### src/rtl/core/dsm_pkg.sv
package dsm_pkg;

	// Parameter defaults
	localparam int MAX_POINTS_DEF  = 1024;
	localparam int MAX_GATES_DEF   = 256;
	localparam int POWER_WIDTH_DEF = 32;

	// Configuration port
	localparam int CFG_IDX_W  = 2;
	localparam int CFG_DATA_W = 11;
	localparam int NP_W       = 11;
	localparam int NG_W       = 9;

	localparam logic [CFG_IDX_W-1:0] REG_NUM_POINTS = 2'd0;
	localparam logic [CFG_IDX_W-1:0] REG_NUM_GATES  = 2'd1;

	localparam logic [NP_W-1:0] NP_RESET = 11'd256;
	localparam logic [NG_W-1:0] NG_RESET = 9'd64;

	// Word field widths
	localparam int PIN_W   = 32;
	localparam int GATE_W  = 8;
	localparam int TOTAL_W = 42;
	localparam int PEAK_W  = 32;
	localparam int MEAN_W  = 18;
	localparam int MOM_W   = 52;
	localparam int FRAC_W  = 8;

	// Divider: one quotient bit per step, quotient as wide as the mean
	localparam int QUO_W     = MEAN_W;
	localparam int DIV_STEPS = QUO_W;
	localparam int CNT_W     = $clog2(DIV_STEPS);

	localparam logic [QUO_W-1:0] MEAN_POS_MAX = 18'd131071;
	localparam logic [QUO_W-1:0] MEAN_NEG_MAX = 18'd131072;

	localparam int QUEUE_DEPTH = 2;

	// One finished gate, handed from the accumulator to the divider
	typedef struct packed {
		logic [GATE_W-1:0]  gate;
		logic [TOTAL_W-1:0] total;
		logic [PEAK_W-1:0]  peak;
		logic               neg;
		logic [MOM_W-1:0]   mag;
		logic               last;
	} gate_rec_t;

	typedef enum logic [1:0] {
		DS_IDLE,
		DS_DIV,
		DS_DONE
	} div_state_t;

endpackage

### src/rtl/core/dsm_front.sv
module dsm_front #(
	parameter int MAX_POINTS  = dsm_pkg::MAX_POINTS_DEF,
	parameter int MAX_GATES   = dsm_pkg::MAX_GATES_DEF,
	parameter int POWER_WIDTH = dsm_pkg::POWER_WIDTH_DEF
) (
	input  logic                      clk,
	input  logic                      arst_n,
	input  logic                      in_valid,
	output logic                      in_ready,
	input  logic [dsm_pkg::PIN_W-1:0] power,
	input  logic [dsm_pkg::NP_W-1:0]  num_points,
	input  logic [dsm_pkg::NG_W-1:0]  num_gates,
	input  logic                      q_full,
	output logic                      push,
	output dsm_pkg::gate_rec_t        rec
);

	localparam int PIW   = $clog2(MAX_POINTS);
	localparam int NW    = $clog2(MAX_POINTS + 1);
	localparam int CW    = (NW > dsm_pkg::NP_W) ? NW : dsm_pkg::NP_W;
	localparam int GCW   = (MAX_GATES > 1) ? $clog2(MAX_GATES) : 1;
	localparam int GW    = $clog2(MAX_GATES + 1);
	localparam int GCMPW = ((GW > dsm_pkg::NG_W) ? GW : dsm_pkg::NG_W) + 1;
	localparam int PRODW = NW + POWER_WIDTH;

	logic [PIW-1:0]                 point_q;
	logic [GCW-1:0]                 gate_q;
	logic [dsm_pkg::TOTAL_W-1:0]    psum_q;
	logic [dsm_pkg::MOM_W-1:0]      msum_q;
	logic [POWER_WIDTH-1:0]         peak_q;
	logic [POWER_WIDTH-1:0]         first_q;

	logic [CW-1:0]                  np_ext, np_clamp;
	logic [NW-1:0]                  n_tmp, n_eff, half_n, k_ext, wmag;
	logic                           wneg;
	logic [NW:0]                    k_inc;
	logic                           close;
	logic [GCMPW-1:0]               g_ext, g_eff, gc_inc;
	logic                           last;
	logic [POWER_WIDTH-1:0]         p;
	logic [PRODW-1:0]               prod;
	logic [dsm_pkg::TOTAL_W-1:0]    psum_n;
	logic [dsm_pkg::MOM_W-1:0]      msum_n;
	logic [POWER_WIDTH-1:0]         first_n, peak_n, dc, peak_out;
	logic [POWER_WIDTH:0]           dc_sum;
	logic [GCW+dsm_pkg::GATE_W-1:0] gate_ext;
	logic                           accept;

	assign in_ready = !q_full;
	assign accept   = in_valid && in_ready;
	assign p        = power[POWER_WIDTH-1:0];

	// Effective gate length: clamp, then force even
	always_comb begin
		np_ext = CW'(num_points);
		if (np_ext < CW'(4)) begin
			np_clamp = CW'(4);
		end else if (np_ext > CW'(MAX_POINTS)) begin
			np_clamp = CW'(MAX_POINTS);
		end else begin
			np_clamp = np_ext;
		end
		n_tmp  = NW'(np_clamp);
		n_eff  = {n_tmp[NW-1:1], 1'b0};
		half_n = n_eff >> 1;
	end

	always_comb begin
		g_ext = GCMPW'(num_gates);
		if (g_ext < GCMPW'(1)) begin
			g_eff = GCMPW'(1);
		end else if (g_ext > GCMPW'(MAX_GATES)) begin
			g_eff = GCMPW'(MAX_GATES);
		end else begin
			g_eff = g_ext;
		end
		gc_inc = GCMPW'(gate_q) + GCMPW'(1);
		last   = gc_inc >= g_eff;
	end

	// Shifted bin weight: upper half counts negative
	always_comb begin
		k_ext = NW'(point_q);
		if (k_ext < half_n) begin
			wmag = k_ext;
			wneg = 1'b0;
		end else if (k_ext < n_eff) begin
			wmag = n_eff - k_ext;
			wneg = 1'b1;
		end else begin
			wmag = k_ext - n_eff;
			wneg = 1'b0;
		end
		k_inc = {1'b0, k_ext} + (NW+1)'(1);
		close = k_inc >= {1'b0, n_eff};
	end

	always_comb begin
		prod    = PRODW'(wmag) * PRODW'(p);
		psum_n  = psum_q + dsm_pkg::TOTAL_W'(p);
		msum_n  = wneg ? msum_q - dsm_pkg::MOM_W'(prod) : msum_q + dsm_pkg::MOM_W'(prod);
		first_n = (k_ext == NW'(1)) ? p : first_q;
		peak_n  = ((k_ext != '0) && (p > peak_q)) ? p : peak_q;
		// DC stand-in: truncated mean of the two neighbours
		dc_sum   = {1'b0, first_n} + {1'b0, p};
		dc       = dc_sum[POWER_WIDTH:1];
		peak_out = (peak_n > dc) ? peak_n : dc;
		gate_ext = {{dsm_pkg::GATE_W{1'b0}}, gate_q};
	end

	always_comb begin
		rec.gate  = gate_ext[dsm_pkg::GATE_W-1:0];
		rec.total = psum_n;
		rec.peak  = dsm_pkg::PEAK_W'(peak_out);
		rec.neg   = msum_n[dsm_pkg::MOM_W-1];
		rec.mag   = msum_n[dsm_pkg::MOM_W-1] ? (~msum_n + dsm_pkg::MOM_W'(1)) : msum_n;
		rec.last  = last;
	end

	assign push = accept && close;

	always_ff @(posedge clk or negedge arst_n) begin
		if (!arst_n) begin
			point_q <= '0;
			gate_q  <= '0;
			psum_q  <= '0;
			msum_q  <= '0;
			peak_q  <= '0;
			first_q <= '0;
		end else if (accept) begin
			if (close) begin
				point_q <= '0;
				gate_q  <= last ? '0 : GCW'(gc_inc);
				psum_q  <= '0;
				msum_q  <= '0;
				peak_q  <= '0;
				first_q <= '0;
			end else begin
				point_q <= PIW'(k_inc);
				psum_q  <= psum_n;
				msum_q  <= msum_n;
				peak_q  <= peak_n;
				first_q <= first_n;
			end
		end
	end

endmodule

### src/rtl/core/dsm_queue.sv
module dsm_queue (
	input  logic               clk,
	input  logic               arst_n,
	input  logic               push,
	input  dsm_pkg::gate_rec_t din,
	input  logic               pop,
	output dsm_pkg::gate_rec_t dout,
	output logic               full,
	output logic               empty
);

	localparam int DEPTH = dsm_pkg::QUEUE_DEPTH;
	localparam int PW    = (DEPTH > 1) ? $clog2(DEPTH) : 1;
	localparam int CTW   = $clog2(DEPTH + 1);

	dsm_pkg::gate_rec_t entry_q [DEPTH];
	logic [PW-1:0]      wr_q, rd_q;
	logic [CTW-1:0]     count_q;
	logic               do_push, do_pop;

	assign full    = count_q == CTW'(DEPTH);
	assign empty   = count_q == '0;
	assign do_push = push && !full;
	assign do_pop  = pop && !empty;
	assign dout    = entry_q[rd_q];

	always_ff @(posedge clk) begin
		if (do_push) begin
			entry_q[wr_q] <= din;
		end
	end

	always_ff @(posedge clk or negedge arst_n) begin
		if (!arst_n) begin
			wr_q    <= '0;
			rd_q    <= '0;
			count_q <= '0;
		end else begin
			if (do_push) begin
				wr_q <= (wr_q == PW'(DEPTH - 1)) ? '0 : wr_q + PW'(1);
			end
			if (do_pop) begin
				rd_q <= (rd_q == PW'(DEPTH - 1)) ? '0 : rd_q + PW'(1);
			end
			if (do_push && !do_pop) begin
				count_q <= count_q + CTW'(1);
			end else if (do_pop && !do_push) begin
				count_q <= count_q - CTW'(1);
			end
		end
	end

endmodule

### src/rtl/core/dsm_back.sv
module dsm_back (
	input  logic                              clk,
	input  logic                              arst_n,
	input  logic                              q_empty,
	input  dsm_pkg::gate_rec_t                q_rec,
	output logic                              pop,
	output logic                              out_valid,
	input  logic                              out_ready,
	output logic [dsm_pkg::GATE_W-1:0]        gate_number,
	output logic [dsm_pkg::TOTAL_W-1:0]       total_power,
	output logic [dsm_pkg::PEAK_W-1:0]        peak_power,
	output logic signed [dsm_pkg::MEAN_W-1:0] mean_bin,
	output logic                              zero_power,
	output logic                              last_gate
);

	localparam int TW  = dsm_pkg::TOTAL_W;
	localparam int QW  = dsm_pkg::QUO_W;
	localparam int DVW = dsm_pkg::MOM_W + dsm_pkg::FRAC_W;

	dsm_pkg::div_state_t state_q, state_n;

	logic [dsm_pkg::GATE_W-1:0] gate_q;
	logic [TW-1:0]              total_q, rem_q;
	logic [dsm_pkg::PEAK_W-1:0] peak_q;
	logic                       neg_q, last_q, zero_q, sat_q;
	logic [QW-1:0]              low_q, quo_q;
	logic [dsm_pkg::CNT_W-1:0]  cnt_q;

	logic                       load, step, emit, out_free;
	logic [DVW-1:0]             dvd;
	logic [TW-1:0]              dvd_hi;
	logic                       ld_zero, ld_ovf;
	logic [TW:0]                trial, diff;
	logic                       ge;
	logic [QW-1:0]              q_raw, q_clip, mean_n;

	logic                       out_valid_q;
	logic [dsm_pkg::GATE_W-1:0] gate_o_q;
	logic [TW-1:0]              total_o_q;
	logic [dsm_pkg::PEAK_W-1:0] peak_o_q;
	logic [QW-1:0]              mean_o_q;
	logic                       zero_o_q, last_o_q;

	assign out_free = !out_valid_q || out_ready;

	// Dividend is the moment magnitude with eight fraction bits appended
	always_comb begin
		dvd     = {q_rec.mag, {dsm_pkg::FRAC_W{1'b0}}};
		dvd_hi  = dvd[DVW-1 -: TW];
		ld_zero = q_rec.total == '0;
		ld_ovf  = dvd_hi >= q_rec.total;
	end

	always_ff @(posedge clk or negedge arst_n) begin
		if (!arst_n) begin
			state_q <= dsm_pkg::DS_IDLE;
		end else begin
			state_q <= state_n;
		end
	end

	always_comb begin
		state_n = state_q;
		load    = 1'b0;
		step    = 1'b0;
		emit    = 1'b0;
		unique case (state_q)
			dsm_pkg::DS_IDLE: begin
				if (!q_empty) begin
					load    = 1'b1;
					state_n = (ld_zero || ld_ovf) ? dsm_pkg::DS_DONE : dsm_pkg::DS_DIV;
				end
			end
			dsm_pkg::DS_DIV: begin
				step = 1'b1;
				if (cnt_q == '0) begin
					state_n = dsm_pkg::DS_DONE;
				end
			end
			dsm_pkg::DS_DONE: begin
				if (out_free) begin
					emit    = 1'b1;
					state_n = dsm_pkg::DS_IDLE;
				end
			end
			default: begin
				state_n = dsm_pkg::DS_IDLE;
			end
		endcase
	end

	assign pop = load;

	// Restoring step: bring down one dividend bit, subtract when it fits
	always_comb begin
		trial = {rem_q, low_q[QW-1]};
		diff  = trial - {1'b0, total_q};
		ge    = trial >= {1'b0, total_q};
	end

	always_ff @(posedge clk) begin
		if (load) begin
			gate_q  <= q_rec.gate;
			total_q <= q_rec.total;
			peak_q  <= q_rec.peak;
			neg_q   <= q_rec.neg;
			last_q  <= q_rec.last;
			zero_q  <= ld_zero;
			sat_q   <= ld_ovf;
			rem_q   <= dvd_hi;
			low_q   <= dvd[QW-1:0];
			quo_q   <= '0;
			cnt_q   <= dsm_pkg::CNT_W'(dsm_pkg::DIV_STEPS - 1);
		end else if (step) begin
			rem_q <= ge ? diff[TW-1:0] : trial[TW-1:0];
			low_q <= {low_q[QW-2:0], 1'b0};
			quo_q <= {quo_q[QW-2:0], ge};
			cnt_q <= cnt_q - dsm_pkg::CNT_W'(1);
		end
	end

	// Saturate, then apply the sign; a zero total forces the mean to zero
	always_comb begin
		q_raw = sat_q ? {QW{1'b1}} : quo_q;
		if (neg_q) begin
			q_clip = (q_raw > dsm_pkg::MEAN_NEG_MAX) ? dsm_pkg::MEAN_NEG_MAX : q_raw;
			mean_n = ~q_clip + QW'(1);
		end else begin
			q_clip = (q_raw > dsm_pkg::MEAN_POS_MAX) ? dsm_pkg::MEAN_POS_MAX : q_raw;
			mean_n = q_clip;
		end
		if (zero_q) begin
			mean_n = '0;
		end
	end

	always_ff @(posedge clk or negedge arst_n) begin
		if (!arst_n) begin
			out_valid_q <= 1'b0;
		end else if (emit) begin
			out_valid_q <= 1'b1;
		end else if (out_ready) begin
			out_valid_q <= 1'b0;
		end
	end

	always_ff @(posedge clk) begin
		if (emit) begin
			gate_o_q  <= gate_q;
			total_o_q <= total_q;
			peak_o_q  <= peak_q;
			mean_o_q  <= mean_n;
			zero_o_q  <= zero_q;
			last_o_q  <= last_q;
		end
	end

	assign out_valid   = out_valid_q;
	assign gate_number = gate_o_q;
	assign total_power = total_o_q;
	assign peak_power  = peak_o_q;
	assign mean_bin    = $signed(mean_o_q);
	assign zero_power  = zero_o_q;
	assign last_gate   = last_o_q;

endmodule

### src/rtl/core/doppler_spectral_moments.sv
// Doppler spectral moments per range gate.
// Input channel (in_valid/in_ready/power): one power-spectrum point per word, FFT order,
// num_points words per gate. Points are taken at one per cycle while the gate queue has room.
// Output channel (out_valid/out_ready): one word per gate with gate number, total power,
// peak (DC swapped for the mean of its neighbours), mean Doppler bin in signed Q.8 and the
// zero-power and last-gate flags.
// Path: once the last point of a gate is accepted, the gate is picked up from the gate queue,
// run through the bit-serial divider and registered in the output register; a zero total
// or a saturating mean skips the divider.
// Throughput: the accumulator front takes a point every cycle while the queue has room; the
// divider back end takes no new gate until it is done with the last, so gates shorter than a
// division back up into the two-entry queue and then hold in_ready low.
// Configuration: cfg_we/cfg_index/cfg_data write num_points (index 0) and num_gates
// (index 1) at once; write them only while no gate result is outstanding.
// Reset: clears the accumulators and gate counter, empties the queue, drops output valid and loads
// num_points = 256, num_gates = 64. No clearing pass follows.
// Receiver stall: the result waits in the output register while the divider finishes the
// next gate; once both wait and the queue fills, the front stops taking points.
module doppler_spectral_moments #(
	parameter int MAX_POINTS  = dsm_pkg::MAX_POINTS_DEF,
	parameter int MAX_GATES   = dsm_pkg::MAX_GATES_DEF,
	parameter int POWER_WIDTH = dsm_pkg::POWER_WIDTH_DEF
) (
	input  logic                              clk,
	input  logic                              arst_n,
	input  logic                              cfg_we,
	input  logic [dsm_pkg::CFG_IDX_W-1:0]     cfg_index,
	input  logic [dsm_pkg::CFG_DATA_W-1:0]    cfg_data,
	input  logic                              in_valid,
	output logic                              in_ready,
	input  logic [dsm_pkg::PIN_W-1:0]         power,
	output logic                              out_valid,
	input  logic                              out_ready,
	output logic [dsm_pkg::GATE_W-1:0]        gate_number,
	output logic [dsm_pkg::TOTAL_W-1:0]       total_power,
	output logic [dsm_pkg::PEAK_W-1:0]        peak_power,
	output logic signed [dsm_pkg::MEAN_W-1:0] mean_bin,
	output logic                              zero_power,
	output logic                              last_gate
);

	logic [dsm_pkg::NP_W-1:0] num_points_q;
	logic [dsm_pkg::NG_W-1:0] num_gates_q;

	dsm_pkg::gate_rec_t push_rec, head_rec;
	logic               push, pop, q_full, q_empty;

	// Register writes: keep only the bits each register holds, drop other indexes
	always_ff @(posedge clk or negedge arst_n) begin
		if (!arst_n) begin
			num_points_q <= dsm_pkg::NP_RESET;
			num_gates_q  <= dsm_pkg::NG_RESET;
		end else if (cfg_we) begin
			if (cfg_index == dsm_pkg::REG_NUM_POINTS) begin
				num_points_q <= cfg_data[dsm_pkg::NP_W-1:0];
			end else if (cfg_index == dsm_pkg::REG_NUM_GATES) begin
				num_gates_q <= cfg_data[dsm_pkg::NG_W-1:0];
			end
		end
	end

	// Front: accumulate power, moment and peak, close the gate
	dsm_front #(
		.MAX_POINTS  (MAX_POINTS),
		.MAX_GATES   (MAX_GATES),
		.POWER_WIDTH (POWER_WIDTH)
	) u_front (
		.clk        (clk),
		.arst_n     (arst_n),
		.in_valid   (in_valid),
		.in_ready   (in_ready),
		.power      (power),
		.num_points (num_points_q),
		.num_gates  (num_gates_q),
		.q_full     (q_full),
		.push       (push),
		.rec        (push_rec)
	);

	// Hold finished gates between front and divider
	dsm_queue u_queue (
		.clk    (clk),
		.arst_n (arst_n),
		.push   (push),
		.din    (push_rec),
		.pop    (pop),
		.dout   (head_rec),
		.full   (q_full),
		.empty  (q_empty)
	);

	// Back: divide moment by power, saturate, register the result
	dsm_back u_back (
		.clk         (clk),
		.arst_n      (arst_n),
		.q_empty     (q_empty),
		.q_rec       (head_rec),
		.pop         (pop),
		.out_valid   (out_valid),
		.out_ready   (out_ready),
		.gate_number (gate_number),
		.total_power (total_power),
		.peak_power  (peak_power),
		.mean_bin    (mean_bin),
		.zero_power  (zero_power),
		.last_gate   (last_gate)
	);

endmodule

### config.mk
export PLATFORM = sky130hd
export DESIGN_NAME = doppler_spectral_moments
export DESIGN_NICKNAME = d
export VERILOG_FILES = /design/src/rtl/core/dsm_pkg.sv /design/src/rtl/core/dsm_front.sv /design/src/rtl/core/dsm_queue.sv /design/src/rtl/core/dsm_back.sv /design/src/rtl/core/doppler_spectral_moments.sv
export SDC_FILE = /design/constraint.sdc
export NUM_CORES = 2
export LEC_CHECK = 0
export BUFFER_PORTS_ARGS = -buffer_cell sky130_fd_sc_hd__buf_2
export CAP_MARGIN = 20
export CORE_ASPECT_RATIO = 0.6
export CORE_MARGIN = 2
export CORE_UTILIZATION = 25
export CTS_CLUSTER_SIZE = 14
export DETAILED_ROUTE_END_ITERATION = 12
export PLACE_DENSITY = 0.36
export SETUP_SLACK_MARGIN = 0.05
export SLEW_MARGIN = 30
export SYNTH_ARGS = -nofsm -noshare
export SYNTH_HDL_FRONTEND = slang
export SYNTH_HIERARCHICAL = 1
export SYNTH_SLANG_ARGS = --single-unit
export TNS_END_PERCENT = 30
### constraint.sdc
create_clock -name clk -period 14.14 [get_ports clk]
set_input_delay 2.828 -clock clk [delete_from_list [all_inputs] [get_ports clk]]
set_output_delay 2.828 -clock clk [all_outputs]
set_load 0.05 [all_outputs]
==> summary.md <==
| Metric | Value |
|---|---|
| Status | finished, final reports clean |
| Critical Path Max Stage Delay | roughly 0.56 ns |
| Post-synthesis cell count | 5574 |
| Post-Route WL | 194 mm |
| Met3 GRT Util | 0.0368 |
| Max_slew headroom | 0.333 |
| WL/cell | about 22 µm |
| Clk slew on worst S/H paths | 0.06 ns |
| I/O Pins | 154 |
| GRT met1 Usage | 0.283 |
| YS warnings | 6 |
| Initial antenna violation count | 5 |
| Worst Tran Pin Value | between 0.9 and 1 ns |
| Num CTS Buffers | 86 |
| DR iter-0 viols | 3636 |
| Post-synthesis area per instance | between 9 and 10 µm² |
| Crit path top cell by count | fa_1 |
| Final Max Tran Viols | 0 |
| Placed Area | 60500 µm² |
| Startpoint Class | register |
| Grt met2 use | 0.216 |
| DRC | 0 |
| Reg2reg start | num_points_q[6]$_DFFE_PN0P_ |
| Congestion Overflow GR | 0 |
| Share of cells above drive strength 1 | 0.139 |
| Bufs on Longest Clock Path | 3 |
| Worst hold path type | reg -> reg |
| Final setup viols | 0 |
| Critical path origin | num_points_q[6]$_DFFE_PN0P_ |
| HP Start | u_back/gate_q[5]$_DFFE_PP_ |
| Largest net degree at the start of global routing | 149 |
| Fin. Hold Viols | 0 |
| Slowest CP cell | fa_1 |
| Final period utilization | 0.941 |
| Width of the die | slightly above 600 µm |
| Max-cap viol count | 0 |
| Initial Util | 0.253 |
| Crit path kind | reg -> reg |
| Syn Std Cell Area | between 50000 and 60000 µm² |
| Hpwl dp | around 150 mm |
| Busiest layer in global routing | met1 |
| Syn-to-layout area delta | 15.2% |
| Cell family with most CP delay | adder cells |
| Vias in the first global route | 41.8k |
| Via density | roughly 4.8 |
| Clk Latency, worst-skew pair | between 0.7 and 0.8 ns |
| WP data arrival | 13.70 ns |
| R2R setup slack | 0.84 ns |
| Worst Skew | 0.0738 ns |
| Port buffer count | approximately 150 |
| Routability Congestion | 0.851 |
| Die Y | 369 µm |
| Final #Nets | 6485 |
| All-layer global routing usage | 0.170 |
| First-pass GRT wire length | 288 mm |
| Crit path buffers/inverters | 6 |
| Final Cell Area | 64000 µm² |
| Die ar. | ~230000 µm² |
| Syn_nets | 6299 |
| Antenna-violating nets left | 0 |
| Max Freq | roughly 75 MHz |
| Critical Path RT | 14.54 ns |
| TritonCTS clock tree | done |
| Crit Path Max Fanout | 6 |
| Clock sinks | 737 |
| H-tree depth | 3 |
| Tmin final | 13.30 ns |
| Worst setup EP type | register |
| Core ar. | 220000 µm² |
| Vias | 42.1k |
| FP Rows | ~130 |
| CTS root buf | clkbuf_16 |
| DR pass1 iterations | 5 |
==> timing repair <==
action                                 4_1_cts  5_1_grt
endpoints found under the hold margin        0        0
setup endpoints to repair                    0      119
resized for setup                            0       63
hold buffers                                 0        0
buffers inserted                             0        5
==> state kept, by name (all words and copies together) (netlist names), 2 cells and up <==
signal,cells
num_gates_q,9
num_points_q,10
u_back/cnt_q,5
u_back/gate_number,8
u_back/gate_q,8
u_back/low_q,10
u_back/mean_bin,18
u_back/peak_power,32
u_back/peak_q,32
u_back/quo_q,18
u_back/rem_q,42
u_back/state_q,2
u_back/total_power,42
u_back/total_q,42
u_front/first_q,32
u_front/gate_q,8
u_front/msum_q,52
u_front/peak_q,32
u_front/point_q,10
u_front/psum_q,42
u_queue/count_q,2
u_queue/entry_q,272
==> path summary, 6_finish.rpt <==
check | end | cells past startpoint
worst max-delay path | u_queue/entry_q[0][49]$_DFFE_PP_ | 51
worst min-delay path | u_back/gate_number[5]$_DFFE_PP_ | 0
worst max register to register | u_queue/entry_q[0][49]$_DFFE_PP_ | 51
worst min register to register | u_back/gate_number[5]$_DFFE_PP_ | 0
max in group asynchronous | u_front/first_q[7]$_DFFE_PN0P_ | 3
min in group asynchronous | u_front/msum_q[44]$_DFFE_PN0P_ | 1
==> metrics by stage <==
step                      instances  hold slack [ns]  worst slack [ns]  utilization  TNS [ns]
after floorplan                5574            0.400              1.27            -         0
after global placement         8634            0.401             0.273        0.275         0
after detailed placement       8634            0.405             0.297        0.275         0
after CTS                      8795            0.414             0.127        0.289         0
after global routing           8805            0.421           -0.0272        0.291   -0.0543
final                          8810            0.412             0.835        0.291         0
==> worst register-to-register path, delay by kind of cell, from the launching register on <==
| kind | cells | cell delay [ns] |
|---|---|---|
| DFF | 1 | 0.40 |
| xor gates and xnor gates | 5 | 0.84 |
| adders and majority gates | 9 | 4.06 |
| AOI/OAI and AO/OA | 15 | 3.39 |
| buffers and inverters | 6 | 0.65 |
| muxes | 2 | 0.40 |
| and+or+nand+nor | 14 | 3.28 |
==> layout make-up <==
type | count | area (µm²)
Timing Repair Buffer | 343 | 2370
Tap cell | 2970 | 3720
Clock buffer | 111 | 2330
Inverter | 526 | 1980
Multi-Input combinational cell | 4066 | 31900
Clock inverter | 50 | 772
Antenna cell | 7 | 17.5
Sequential cell | 737 | 20900
Fill cell | 23000 | 156000
==> per-layer routing <==
layer / vias up / routed length (µm)
met5: - / 0
met4: 0 / 3230
met3: 164 / 13100
met2: 1038 / 70100
met1: 20900 / 108000
li1: 19900 / -
==> cells in the final DEF, fill, tap and decap left out, drive strengths merged, types with 57 or more instances in the layout <==
master,count
fa,276
nor3,60
edfxtp,512
nand2,723
mux2i,102
xnor2,167
nand4,61
nand3,100
a21o,128
buf,341
nor2,282
nor2b,92
o21ai,315
clkbuf,113
dfrtp,200
and2,101
mux2,187
a21oi,301
xor2,116
ha,399
inv,531
o31ai,57
Power is left out: the tool's default activity adds up to more than one toggle a clock period on the data nets, which glitch-free logic cannot reach.
